<file path="src/design/rdc_pkg.sv">
package rdc_pkg;

  localparam int unsigned VALUE_BITS = 31;
  localparam int unsigned IDX_W      = $clog2(VALUE_BITS);
  localparam int unsigned CNT_W      = $clog2(VALUE_BITS);
  localparam int unsigned RADIX_W    = 5;
  localparam int unsigned DIGIT_W    = 4;
  localparam int unsigned CHAR_W     = 7;

  localparam logic [RADIX_W-1:0] RadixMin = RADIX_W'(2);
  localparam logic [RADIX_W-1:0] RadixMax = RADIX_W'(16);
  localparam logic [CHAR_W-1:0]  CharZero = CHAR_W'(8'h30);
  localparam logic [CHAR_W-1:0]  CharA    = CHAR_W'(8'h41);
  localparam logic [CHAR_W-1:0]  CharNone = '0;
  localparam logic [DIGIT_W-1:0] DigitTen = DIGIT_W'(10);

  typedef struct packed {
    logic [VALUE_BITS-1:0] value;
    logic [RADIX_W-1:0]    radix;
  } in_item_t;

  typedef struct packed {
    logic [CHAR_W-1:0] digit_char;
    logic              last;
    logic              bad_radix;
  } out_item_t;

  typedef enum logic [1:0] {
    StIdle,
    StDivide,
    StRead,
    StSend
  } state_e;

  function automatic logic [CHAR_W-1:0] to_ascii(input logic [DIGIT_W-1:0] d);
    logic [CHAR_W-1:0] c;
    if (d < DigitTen) begin
      c = CharZero + CHAR_W'(d);
    end else begin
      c = CharA + CHAR_W'(d - DigitTen);
    end
    return c;
  endfunction

endpackage

</file>
<file path="src/design/radix_digit_converter.sv">
// Converts a non-negative integer to upper-case ASCII digits in a radix from
// 2 to 16, most significant digit first, last set on the final digit. Each
// digit comes from a bit-serial divider and is written to the digit store;
// the digits are then read back from the store one at a time and sent, and
// an item keeps busy high until its last digit is sent. A zero value or a
// radix outside 2..16 gives one result the cycle after start and leaves
// busy low. Results come one per valid_o pulse and cannot be held off: the
// receiver must take every item on the cycle it is shown.
module radix_digit_converter (
  input  logic                clk_i,
  input  logic                rst_ni,
  input  logic                start,
  output logic                busy,
  input  rdc_pkg::in_item_t   in_i,
  output logic                valid_o,
  output rdc_pkg::out_item_t  out_o
);

  rdc_pkg::state_e                state_q, state_d;
  logic [rdc_pkg::RADIX_W-1:0]    radix_q;
  logic [rdc_pkg::IDX_W-1:0]      wr_idx_q, wr_idx_d;
  logic [rdc_pkg::IDX_W-1:0]      rd_idx_q, rd_idx_d;
  logic                           out_valid_q, out_valid_d;
  rdc_pkg::out_item_t             out_q, out_d;

  logic                           accept;
  logic                           bad;
  logic                           div_start;
  logic [rdc_pkg::VALUE_BITS-1:0] dividend;
  logic [rdc_pkg::RADIX_W-1:0]    divisor;
  logic                           div_done;
  logic [rdc_pkg::VALUE_BITS-1:0] quotient;
  logic [rdc_pkg::DIGIT_W-1:0]    remainder;
  logic                           st_we;
  logic [rdc_pkg::DIGIT_W-1:0]    st_rdata;
  logic                           div_end;

  assign accept  = start && (state_q == rdc_pkg::StIdle);
  assign bad     = (in_i.radix < rdc_pkg::RadixMin) || (in_i.radix > rdc_pkg::RadixMax);
  assign div_end = (quotient == '0) ||
                   (wr_idx_q == rdc_pkg::IDX_W'(rdc_pkg::VALUE_BITS - 1));

  rdc_divider u_div (
    .clk_i       (clk_i),
    .rst_ni      (rst_ni),
    .start_i     (div_start),
    .dividend_i  (dividend),
    .divisor_i   (divisor),
    .done_o      (div_done),
    .quotient_o  (quotient),
    .remainder_o (remainder)
  );

  rdc_digit_store u_store (
    .clk_i   (clk_i),
    .we_i    (st_we),
    .waddr_i (wr_idx_q),
    .wdata_i (remainder),
    .raddr_i (rd_idx_q),
    .rdata_o (st_rdata)
  );

  // next state
  always_comb begin
    state_d = state_q;
    unique case (state_q)
      rdc_pkg::StIdle: begin
        if (accept && !bad && (in_i.value != '0)) begin
          state_d = rdc_pkg::StDivide;
        end
      end
      rdc_pkg::StDivide: begin
        if (div_done && div_end) begin
          state_d = rdc_pkg::StRead;
        end
      end
      rdc_pkg::StRead: begin
        state_d = rdc_pkg::StSend;
      end
      rdc_pkg::StSend: begin
        state_d = (rd_idx_q == '0) ? rdc_pkg::StIdle : rdc_pkg::StRead;
      end
      default: begin
        state_d = rdc_pkg::StIdle;
      end
    endcase
  end

  // outputs and datapath control
  always_comb begin
    div_start   = 1'b0;
    dividend    = in_i.value;
    divisor     = in_i.radix;
    st_we       = 1'b0;
    wr_idx_d    = wr_idx_q;
    rd_idx_d    = rd_idx_q;
    out_valid_d = 1'b0;
    out_d       = out_q;
    unique case (state_q)
      rdc_pkg::StIdle: begin
        wr_idx_d = '0;
        if (accept) begin
          if (bad) begin
            out_valid_d      = 1'b1;
            out_d.digit_char = rdc_pkg::CharNone;
            out_d.last       = 1'b1;
            out_d.bad_radix  = 1'b1;
          end else if (in_i.value == '0) begin
            out_valid_d      = 1'b1;
            out_d.digit_char = rdc_pkg::CharZero;
            out_d.last       = 1'b1;
            out_d.bad_radix  = 1'b0;
          end else begin
            div_start = 1'b1;
          end
        end
      end
      rdc_pkg::StDivide: begin
        dividend = quotient;
        divisor  = radix_q;
        if (div_done) begin
          st_we = 1'b1;
          if (div_end) begin
            rd_idx_d = wr_idx_q;
          end else begin
            div_start = 1'b1;
            wr_idx_d  = wr_idx_q + 1'b1;
          end
        end
      end
      rdc_pkg::StRead: begin
      end
      rdc_pkg::StSend: begin
        out_valid_d      = 1'b1;
        out_d.digit_char = rdc_pkg::to_ascii(st_rdata);
        out_d.last       = (rd_idx_q == '0);
        out_d.bad_radix  = 1'b0;
        if (rd_idx_q != '0) begin
          rd_idx_d = rd_idx_q - 1'b1;
        end
      end
      default: begin
      end
    endcase
  end

  always_ff @(posedge clk_i or negedge rst_ni) begin
    if (!rst_ni) begin
      state_q     <= rdc_pkg::StIdle;
      out_valid_q <= 1'b0;
      wr_idx_q    <= '0;
      rd_idx_q    <= '0;
    end else begin
      state_q     <= state_d;
      out_valid_q <= out_valid_d;
      wr_idx_q    <= wr_idx_d;
      rd_idx_q    <= rd_idx_d;
    end
  end

  always_ff @(posedge clk_i) begin
    out_q <= out_d;
    if (accept) begin
      radix_q <= in_i.radix;
    end
  end

  assign busy    = (state_q != rdc_pkg::StIdle);
  assign valid_o = out_valid_q;
  assign out_o   = out_q;

endmodule

</file>
<file path="src/design/rdc_divider.sv">
module rdc_divider (
  input  logic                                clk_i,
  input  logic                                rst_ni,
  input  logic                                start_i,
  input  logic [rdc_pkg::VALUE_BITS-1:0]      dividend_i,
  input  logic [rdc_pkg::RADIX_W-1:0]         divisor_i,
  output logic                                done_o,
  output logic [rdc_pkg::VALUE_BITS-1:0]      quotient_o,
  output logic [rdc_pkg::DIGIT_W-1:0]         remainder_o
);

  logic [rdc_pkg::VALUE_BITS-1:0] quo_q;
  logic [rdc_pkg::RADIX_W-1:0]    rem_q;
  logic [rdc_pkg::RADIX_W-1:0]    div_q;
  logic [rdc_pkg::CNT_W-1:0]      cnt_q;
  logic                           run_q;
  logic                           done_q;

  logic [rdc_pkg::RADIX_W-1:0]    rem_shift;
  logic                           q_bit;
  logic [rdc_pkg::RADIX_W-1:0]    rem_d;

  // one quotient bit per cycle, restoring
  always_comb begin
    rem_shift = {rem_q[rdc_pkg::RADIX_W-2:0], quo_q[rdc_pkg::VALUE_BITS-1]};
    q_bit     = (rem_shift >= div_q);
    rem_d     = q_bit ? (rem_shift - div_q) : rem_shift;
  end

  always_ff @(posedge clk_i or negedge rst_ni) begin
    if (!rst_ni) begin
      run_q  <= 1'b0;
      done_q <= 1'b0;
    end else if (start_i) begin
      run_q  <= 1'b1;
      done_q <= 1'b0;
    end else if (run_q) begin
      if (cnt_q == '0) begin
        run_q  <= 1'b0;
        done_q <= 1'b1;
      end
    end else begin
      done_q <= 1'b0;
    end
  end

  always_ff @(posedge clk_i) begin
    if (start_i) begin
      quo_q <= dividend_i;
      rem_q <= '0;
      div_q <= divisor_i;
      cnt_q <= rdc_pkg::CNT_W'(rdc_pkg::VALUE_BITS - 1);
    end else if (run_q) begin
      quo_q <= {quo_q[rdc_pkg::VALUE_BITS-2:0], q_bit};
      rem_q <= rem_d;
      cnt_q <= cnt_q - 1'b1;
    end
  end

  assign done_o      = done_q;
  assign quotient_o  = quo_q;
  assign remainder_o = rem_q[rdc_pkg::DIGIT_W-1:0];

endmodule

</file>
<file path="src/design/rdc_digit_store.sv">
module rdc_digit_store (
  input  logic                           clk_i,
  input  logic                           we_i,
  input  logic [rdc_pkg::IDX_W-1:0]      waddr_i,
  input  logic [rdc_pkg::DIGIT_W-1:0]    wdata_i,
  input  logic [rdc_pkg::IDX_W-1:0]      raddr_i,
  output logic [rdc_pkg::DIGIT_W-1:0]    rdata_o
);

  logic [rdc_pkg::DIGIT_W-1:0] mem_q [rdc_pkg::VALUE_BITS];
  logic [rdc_pkg::DIGIT_W-1:0] rdata_q;

  always_ff @(posedge clk_i) begin
    if (we_i) begin
      mem_q[waddr_i] <= wdata_i;
    end
    rdata_q <= mem_q[raddr_i];
  end

  assign rdata_o = rdata_q;

endmodule

</file>
<file path="config.mk">
export PLATFORM = sky130hd
export DESIGN_NAME = radix_digit_converter
export DESIGN_NICKNAME = d
export VERILOG_FILES = /design/src/design/rdc_pkg.sv /design/src/design/radix_digit_converter.sv /design/src/design/rdc_divider.sv /design/src/design/rdc_digit_store.sv
export SDC_FILE = /design/constraint.sdc
export NUM_CORES = 1
export LEC_CHECK = 0
export ABC_CLOCK_PERIOD_IN_PS = 2900
export BUFFER_PORTS_ARGS = -buffer_cell sky130_fd_sc_hd__buf_2
export CAP_MARGIN = 20
export CORE_UTILIZATION = 45
export DETAILED_ROUTE_END_ITERATION = 7
export SLEW_MARGIN = 20
export SYNTH_ARGS = -nofsm -noshare
export SYNTH_HDL_FRONTEND = slang
export SYNTH_HIERARCHICAL = 1
export SYNTH_SLANG_ARGS = --single-unit
</file>
<file path="constraint.sdc">
create_clock -name clk_i -period 2.9 [get_ports clk_i]
set_input_delay 0.58 -clock clk_i [delete_from_list [all_inputs] [get_ports clk_i]]
set_output_delay 0.58 -clock clk_i [all_outputs]
set_load 0.1 [all_outputs]
</file>
==> metrics.txt, run 1 <==
status finished, final reports clean; CP Capture Type flip-flop; Combinational Power Share 0.154; GRT Util Overall 0.188; num rows 52; clock share of power 0.350; NetSw 1940 uW; synth warn 6; placed cell areas 10100 sq um; crit start category flip-flop; sequential fraction of the synthesis area 0.620; Slew HR 0.345; Power Internal 5930 uW; reg2reg path depth 9; Final ANT Viol Nets 0; Worst setup startpoint u_div/quotient_o[2]$_DFFE_PP_; Worst setup endpoint u_div/rem_q[0]$_SDFFE_PP0P_; Synthesized Nets ~710; syn_area_per_cell ~15 sq um; Max Cap Viol 0; Tmin final between 2000 and 3000 ps; RSZ-0062 raised after global routing no; cell taking the most area after synthesis edfxtp_1; Final nets 778; Initial Utilization 0.462; Final Max Tran Viols 0; total grt overflow 0; R2R Path End u_div/rem_q[0]$_SDFFE_PP0P_; FFs w/ async S/R, synth 0.0743; antenna violations before repair 0; switch share 0.246; initial DRC count 372; IO buf count 49; Slew @ Worst Pin roughly 980 ps; Placer Congestion 0.779; Post-Syn Area 9450 sq um; Reg power frac 0.496; DR DRC count 0; Peak Freq 361 MHz; worst hold path type primary input to flip-flop; critical path fanouts, max 17; R2R Path Start u_div/quotient_o[2]$_DFFE_PP_; Syn Inst Count 648; # setup viols final 0; Critical Path AT 3160 ps; area of the multi-input gates 3350 sq um; Synth Register Bits 202; r2r setup slk 130 ps; TritonRoute pass-1 iters 5; FF+latch area 5860 sq um; post-DP HPWL 13400 um; detailed-route via count 5668; final wirelength around 20000 um; final instance area 10800 sq um; largest cells by area after synthesis edfxtp_1, mux2_2, mux4_2; Layout area overhead 14.6%; CTS-repair resized insts 0; largest net degree at the start of global routing 43; Unique masters post-synth 62; Yosys top cell area share 0.553; htree depth 1; clk root buf clkbuf_16; Sink Count roughly 200; Worst Skew around 22 ps; CORE AREA 20400 sq um; Final period util 0.955; Die Ht 147 um; ant diodes 0; vias in the first global route around 5800; CTS clk-pin slew, worst paths 60 ps; P_leak about 0.0038 uW; DR WL/cell 19.9 um; PD cells ~730 nW/um^2; worst vdd ir approximately 380 uV; Final Non-Filler Cells 1000; DIE AREA 21600 sq um; Post-CTS Setup Repair Bufs 0; layout cells sized above 1 0.293; CTS tree yes; first-pass GRT wire length 31500 um; vias per cell 5.67; Setup TNS 0 ps; final hold vios 0; number of synthesized flops with an enable pin 174; Boundary Pins 50; clock latency on the worst-skew pair 500 ps; WP data required 3290 ps; fill cell count 1732; Clock Tree Buf Depth 3; placed cells 962; crit path kind flip-flop to flip-flop; die width 147 um; CTS Buf Count 23; Synth Flop Type edfxtp_1
[cells in the mapped netlist (12+ instances only)]
| cell type | count |
|---|---|
| ha_1 | 20 |
| nand3_1 | 13 |
| dfxtp_1 | 13 |
| dfrtp_1 | 15 |
| inv_1 | 24 |
| buf_2 | 12 |
| o21ai_0 | 17 |
| edfxtp_1 | 174 |
| nor4_1 | 13 |
| mux2_2 | 74 |
| nand2b_1 | 12 |
| mux2i_1 | 30 |
| o211ai_1 | 13 |
| mux4_2 | 19 |
| nor2_1 | 52 |
| nand2_1 | 21 |
| nand4_1 | 14 |
[how the worst min path moves through the flow]
| stage | start | to | slack, ps | cells after the start |
|---|---|---|---|---|
| final | in_i[2] | radix_q[2]$_DFFE_PN_ | 300 | 1 |
| after global routing | in_i[3] | radix_q[3]$_DFFE_PN_ | 300 | 1 |
| after CTS | in_i[2] | radix_q[2]$_DFFE_PN_ | 280 | 1 |
| after detailed placement | u_div/cnt_q[4]$_SDFFE_PP1P_ | u_div/cnt_q[4]$_SDFFE_PP1P_ | 480 | 2 |
| after global placement | u_div/cnt_q[4]$_SDFFE_PP1P_ | u_div/cnt_q[4]$_SDFFE_PP1P_ | 480 | 2 |
| after floorplan | rst_ni | rd_idx_q[0]$_DFFE_PN0P_ | 280 | 0 |
[stage by stage]
stage	util	power, uW	worst slack (ps)	hold WS [ps]
after floorplan	-	4720	43.2	284
after global placement	0.494	5100	118	483
after detailed placement	0.494	5160	106	480
after CTS	0.530	7940	135	283
after global routing	0.530	8210	1.99	297
final	0.530	7860	131	299
[state kept, by name, indices dropped and copies added (netlist names)]
signal / cells
out_o: 9
radix_q: 5
rd_idx_q: 5
state_q: 2
u_div/cnt_q: 5
u_div/div_q: 5
u_div/done_o: 1
u_div/quotient_o: 31
u_div/rem_q: 4
u_div/run_q: 1
u_store/mem_q: 124
u_store/rdata_o: 4
valid_o: 1
wr_idx_q: 5
[kinds of logic (layout without fill, tap and decap cells)]
group | Yosys count | after routing | share of synthesized area
DFF | 202 | 202 | 0.620
buffers and inverters | 54 | 136 | 0.0262
and+or+nand+nor | 167 | 167 | 0.0946
muxes | 123 | 123 | 0.165
AOI/OAI and AO/OA | 71 | 71 | 0.0555
xor gates and xnor gates | 10 | 10 | 0.00927
adders and majority gates | 21 | 21 | 0.0286
[worst max-delay path, cell delays in order, from the launching register on]
cell and delay [ps]:
edfxtp_1 450, nor4_1 410, nand4_1 300, o211ai_1 480, o21ai_4 120, buf_4 220, nand2b_1 280, nor2_1 190
o211ai_1 110, o311ai_1 100
[cell type report]
cell class / count / share of cell area
timing repair buffer: 75 / 0.0432
clock inverter: 8 / 0.00878
tap: 270 / 0.0312
clock buffer: 29 / 0.0571
sequential: 202 / 0.541
inverter: 24 / 0.00867
multi-input combinational: 392 / 0.310
[layer usage]
metal  GRT usage  share of wire  wire length (um)
met1       0.250           0.44              8750
met2       0.322           0.50              9910
met3      0.0258          0.040               787
met4      0.0552          0.020               407
met5           0              0                 0
[cell usage in the layout (no fill, tap or decap), drive strengths merged, types with 3 or more instances in the layout]
cell type,netlist,final
or3b,3,3
nor3,7,7
a22oi,3,3
nor2,52,52
mux4,19,19
clkbuf,11,29
o21ai,17,17
inv,24,23
mux2,74,74
nand4,14,14
dfxtp,13,13
buf,19,74
nand3,13,13
clkinv,0,6
or4,3,3
nand2b,12,12
o211ai,13,13
nor4,14,14
dfrtp,15,15
edfxtp,174,174
nand2,21,21
a21oi,7,7
xnor2,5,5
ha,20,20
a211oi,3,3
a41oi,3,3
mux2i,30,30
xor2,5,5
nand3b,11,11
nor2b,6,6
[timing repair]
action	in CTS	in global routing
hold buffers	1	0
hold endpoints to repair	15	0
endpoints found under the setup margin	0	0
[power groups by stage]
stage          combinational, uW  clock, uW  sequential, uW
2_1_floorplan                715          0            4010
3_3_place_gp                1150          0            3950
3_5_place_dp                1210          0            3950
4_1_cts                     1230       2810            3900
5_1_grt                     1340       2940            3930
6_report                    1210       2750            3900
No activity file was read; power rests on OpenSTA's default activity.
==> run 2, diff against run 1 <==
--- a/config.mk
+++ b/config.mk
@@ -9,6 +9,7 @@
 export BUFFER_PORTS_ARGS = -buffer_cell sky130_fd_sc_hd__buf_2
 export CAP_MARGIN = 20
 export CORE_UTILIZATION = 45
+export CTS_BUF_LIST = sky130_fd_sc_hd__clkbuf_8
 export DETAILED_ROUTE_END_ITERATION = 7
 export SLEW_MARGIN = 20
 export SYNTH_ARGS = -nofsm -noshare
==> metrics.txt, run 2 (synthesis gave the netlist of run 1 again) <==
status finished, final reports clean; Final Non-Filler Cells 1025; GRT Util Overall 0.189; CTS tree yes; Slew @ Worst Pin a little under 1000 ps; Largest delay share family, worst path simple AND/OR/NAND/NOR gates; Setup TNS 0 ps; Sink Count 202; PD cells 694 nW/um^2; most common cell after layout, fill and taps aside edfxtp_1; Worst path slowest cell o211ai_1; crit start category flip-flop; antenna violations before repair 0; Worst Skew 30.5 ps; pre-CTS setup slack 106 ps; Worst setup endpoint u_div/rem_q[0]$_SDFFE_PP0P_; RSZ-0062 raised after global routing no; ant diodes 0; reg2reg path depth 9; DIE AREA ~22000 sq um; max reg flops 124; # setup viols final 0; num rows 52; Final Max Tran Viols 0; post-DP HPWL around 13000 um; Critical Path AT 3100 ps; CORE AREA 20400 sq um; IO buf count 49; worst vdd ir 426 uV; critical path fanouts, max 17; largest net degree at the start of global routing 43; critical path, cell by cell nor4_1 -> nand4_1 -> o211ai_1 -> o21ai_4 -> buf_4 -> nand2b_1 -> nor2_1 -> o211ai_1 -> o311ai_1; layout cells sized above 1 0.301; Tmin final 2700 ps; crit path kind flip-flop to flip-flop; DR DRC count 0; final hold vios 0; Final period util 0.932; initial DRC count 338; TritonRoute pass-1 iters 4; vias per cell 5.59; CP Depth 9; CTS clk-pin slew, worst paths roughly 60 ps; Placer Congestion 0.779; Final ANT Viol Nets 0; Peak Freq ~370 MHz; vias in the first global route ~5900; most frequent cells in the layout edfxtp_1, mux2_2, nor2_1, buf_2, clkbuf_8; WP data required ~3300 ps; CTS-repair resized insts 0; die width approximately 150 um; final wirelength 19900 um; Max Cap Viol 0; CTS Buf Count 35; setup ws final between 150 and 200 ps; r2r setup slk around 200 ps; clk root buf clkbuf_8; detailed-route via count 5725; worst hold path type primary input to flip-flop; Max stage delay on crit path 480 ps; Most flops, register u_store/mem_q; Worst setup startpoint u_div/quotient_o[2]$_DFFE_PP_; Layout area overhead 13.8%; Final nets 790; most used cell, CP o211ai_1; placed cells about 960; R2R Path Start u_div/quotient_o[2]$_DFFE_PP_; Slew HR 0.345; total grt overflow 0; DR WL/cell 19.4 um; htree depth 2; clock latency on the worst-skew pair 520 ps; Die Ht 147 um; Initial Utilization 0.462; Clock Tree Buf Depth 3; first-pass GRT wire length 31600 um; CP Capture Type flip-flop; Buf+Inv Stages, Crit Path 1; R2R Path End u_div/rem_q[0]$_SDFFE_PP0P_; P_leak 0.00382 uW; Boundary Pins 50
-- run 2: worst min-delay path by stage --
| stage | start | endpoint | slack, ps | depth (start not counted) |
|---|---|---|---|---|
| finish | in_i[0] | radix_q[0]$_DFFE_PN_ | 290 | 1 |
| global route | in_i[3] | radix_q[3]$_DFFE_PN_ | 260 | 1 |
| CTS | in_i[2] | radix_q[2]$_DFFE_PN_ | 260 | 1 |
| detailed placement | u_div/cnt_q[4]$_SDFFE_PP1P_ | u_div/cnt_q[4]$_SDFFE_PP1P_ | 480 | 2 |
| global placement | u_div/cnt_q[4]$_SDFFE_PP1P_ | u_div/cnt_q[4]$_SDFFE_PP1P_ | 480 | 2 |
| floorplan | rst_ni | rd_idx_q[0]$_DFFE_PN0P_ | 280 | 0 |
-- run 2: area by class of cell --
type / instances / area, sq um
Timing Repair Buffer: 75 / 468
Inverter: 24 / 93.8
Clock inverter: 23 / 104
Sequential cell: 202 / 5860
Tap cell: 270 / 338
Fill cell: 1760 / 9680
Clock buffer: 39 / 537
Multi-Input combinational cell: 392 / 3350
-- run 2: what timing repair did --
item	CTS	global route
setup buffers	0	0
endpoints found under the hold margin	15	0
hold buffers	1	0
-- run 2: routing by layer --
| layer | up-vias | routed length [um] | share of wire | global-route usage |
|---|---|---|---|---|
| li1 | 2696 | - | - | - |
| met1 | 2854 | 8730 | 0.44 | 0.244 |
| met2 | 125 | 9690 | 0.49 | 0.315 |
| met3 | 50 | 848 | 0.043 | 0.0388 |
| met4 | 0 | 599 | 0.030 | 0.0724 |
| met5 | - | 0 | 0 | 0 |
-- run 2: worst reg2reg max path: cells and delay by family (launching register included) --
kind                   cells  cell delay, ps
AOI/OAI and AO/OA          4             810
buffers and inverters      1             220
DFF                        1             450
and+or+nand+nor            4            1120
-- run 2: power by group --
group	total (uW)	switching (uW)	internal (uW)	leakage (uW)
Clock	2360	1130	1240	0.000374
Combinational	1200	651	550	0.00150
Sequential	3900	192	3710	0.00195
Total	7460	1970	5490	0.00382
-- run 2: metrics by stage --
step / utilization / hold slack [ps] / total power (uW) / instance area [sq um]
after global placement: 0.494 / 483 / 5100 / 10100
after floorplan: - / 284 / 4720 / 9450
after detailed placement: 0.494 / 480 / 5160 / 10100
after CTS: 0.526 / 259 / 7550 / 10800
after global routing: 0.526 / 261 / 7820 / 10800
final: 0.526 / 285 / 7460 / 10800
==> run 3, diff against run 2 <==
--- a/config.mk
+++ b/config.mk
@@ -11,6 +11,7 @@
 export CORE_UTILIZATION = 45
 export CTS_BUF_LIST = sky130_fd_sc_hd__clkbuf_8
 export DETAILED_ROUTE_END_ITERATION = 7
+export GPL_TIMING_DRIVEN = 0
 export SLEW_MARGIN = 20
 export SYNTH_ARGS = -nofsm -noshare
 export SYNTH_HDL_FRONTEND = slang
==> metrics.txt, run 3 (synthesis gave the netlist of run 1 again) <==
CTS tree yes; Setup TNS 0 ps; hold depth 1; largest net degree at the start of global routing 36; CP Depth 8; IO buf count 49; Most flops, register u_store/mem_q; max reg flops 124; PD cells 700 nW/um^2; antenna violations before repair 0; Slew HR 0.477; final hold vios 0; htree depth 2; initial DRC count ~340; Slew @ Worst Pin about 800 ps; pre-CTS setup slack -908 ps; Critical Path AT 3030 ps; CTS Buf Count 35; Final Max Tran Viols 0; total power 7530 uW; TritonRoute pass-1 iters 5; Worst path slowest cell mux2i_1; die width between 100 and 150 um; Final period util 0.956; Worst setup startpoint in_i[3]; Worst setup endpoint u_div/quotient_o[1]$_DFFE_PP_; status finished, final reports clean; Die Ht 147 um; Tmin final 2770 ps; CP Capture Type flip-flop; vias per cell 5.60; Initial Utilization 0.462; DR WL/cell 19.9 um; Largest delay share family, worst path multiplexers; r2r setup slk 130 ps; Max stage delay on crit path 490 ps; Peak Freq 361 MHz; final wirelength 20500 um; DIE AREA 21600 sq um; Placer Congestion 0.901; first-pass GRT wire length ~33000 um; num rows 52; R2R Path End u_div/quotient_o[9]$_DFFE_PP_; DR DRC count 0; P_leak between 0.003 and 0.004 uW; Layout area overhead 13.9%; RSZ-0062 raised after global routing no; most common cell after layout, fill and taps aside edfxtp_1; most frequent cells in the layout edfxtp_1, mux2_2, buf_2, nor2_1, clkbuf_8; setup ws final 127 ps; Boundary Pins 50; CORE AREA 20400 sq um; # setup viols final 0; R2R Path Start u_div/quotient_o[2]$_DFFE_PP_; GRT Util Overall 0.198; layout cells sized above 1 0.306; clock latency on the worst-skew pair about 520 ps; Buf+Inv Stages, Crit Path 3; worst hold path type primary input to flip-flop; Final nets 799; crit path kind primary input to flip-flop; post-DP HPWL about 14000 um; vias in the first global route around 6000; WP data required 3160 ps; Sink Count 202; Final ANT Viol Nets 0; crit start category primary input; critical path fanouts, max 10; most used cell, CP buf_2; Max Cap Viol 0; Clock Tree Buf Depth 3; reg2reg path depth 9; Final Core Density 0.527; worst vdd ir 370 uV; clk root buf clkbuf_8; ant diodes 0; detailed-route via count 5769; WHS 292 ps; total grt overflow 0; Worst Skew 32.0 ps; CTS clk-pin slew, worst paths approximately 50 ps; critical path, cell by cell buf_2 -> nor3_1 -> mux2i_1 -> o21ai_0 -> o21ai_2 -> buf_6 -> buf_2 -> mux2_2
## run 3: cell types whose count changed in the layout (fill, tap and decap cells not counted), moves of 3 or more
cell,delta
buf_4,-17
clkinv_2,+7
buf_2,+12
dfxtp_1,-4
inv_1,-8
dfxtp_2,+4
clkbuf_1,+9
buf_6,+3
## run 3: repair_timing
| action | 4_1_cts | 5_1_grt |
|---|---|---|
| endpoints found under the hold margin | 15 | 0 |
| setup buffers | 4 | 0 |
| hold buffers | 1 | 0 |
| setup endpoints to repair | 65 | 0 |
| resized for setup | 5 | 0 |
## run 3: worst min-delay path by stage
stage | to | startpoint
2_1_floorplan | rd_idx_q[0]$_DFFE_PN0P_ | rst_ni
3_3_place_gp | u_div/cnt_q[4]$_SDFFE_PP1P_ | u_div/cnt_q[4]$_SDFFE_PP1P_
3_5_place_dp | u_div/cnt_q[4]$_SDFFE_PP1P_ | u_div/cnt_q[4]$_SDFFE_PP1P_
4_1_cts | radix_q[4]$_DFFE_PN_ | in_i[4]
5_1_grt | radix_q[4]$_DFFE_PN_ | in_i[4]
6_report | radix_q[4]$_DFFE_PN_ | in_i[4]
## run 3: report_power, final
group	leakage [uW]	internal [uW]	switching, uW	total [uW]
clock	0.000372	1360	1120	2490
sequential	0.00195	3720	432	4150
combinational	0.00149	517	380	898
## run 3: final cells by class
class / count / area [sq um]
tap: 270 / 338
inverter: 24 / 93.8
fill: 1747 / 9670
clock inverter: 22 / 154
timing repair inverter: 1 / 7.51
multi-input combinational: 392 / 3350
timing repair buffer: 54 / 285
buffer: 29 / 155
clock buffer: 37 / 509
sequential: 202 / 5870
## run 3: stage by stage
stage	area (sq um)	cells
finish	10800	1031
global route	10800	1031
CTS	10800	1031
detailed placement	10000	967
global placement	10000	967
floorplan	9450	648
## run 3: per-layer routing
| metal | routed length (um) | track usage | vias to the layer above | share of wire |
|---|---|---|---|---|
| met5 | 0 | 0 | - | 0 |
| met4 | 478 | 0.0693 | 0 | 0.023 |
| met3 | 1020 | 0.0360 | 35 | 0.050 |
| met2 | 10100 | 0.332 | 156 | 0.49 |
| met1 | 8860 | 0.259 | 2881 | 0.43 |
| li1 | - | - | 2697 | - |
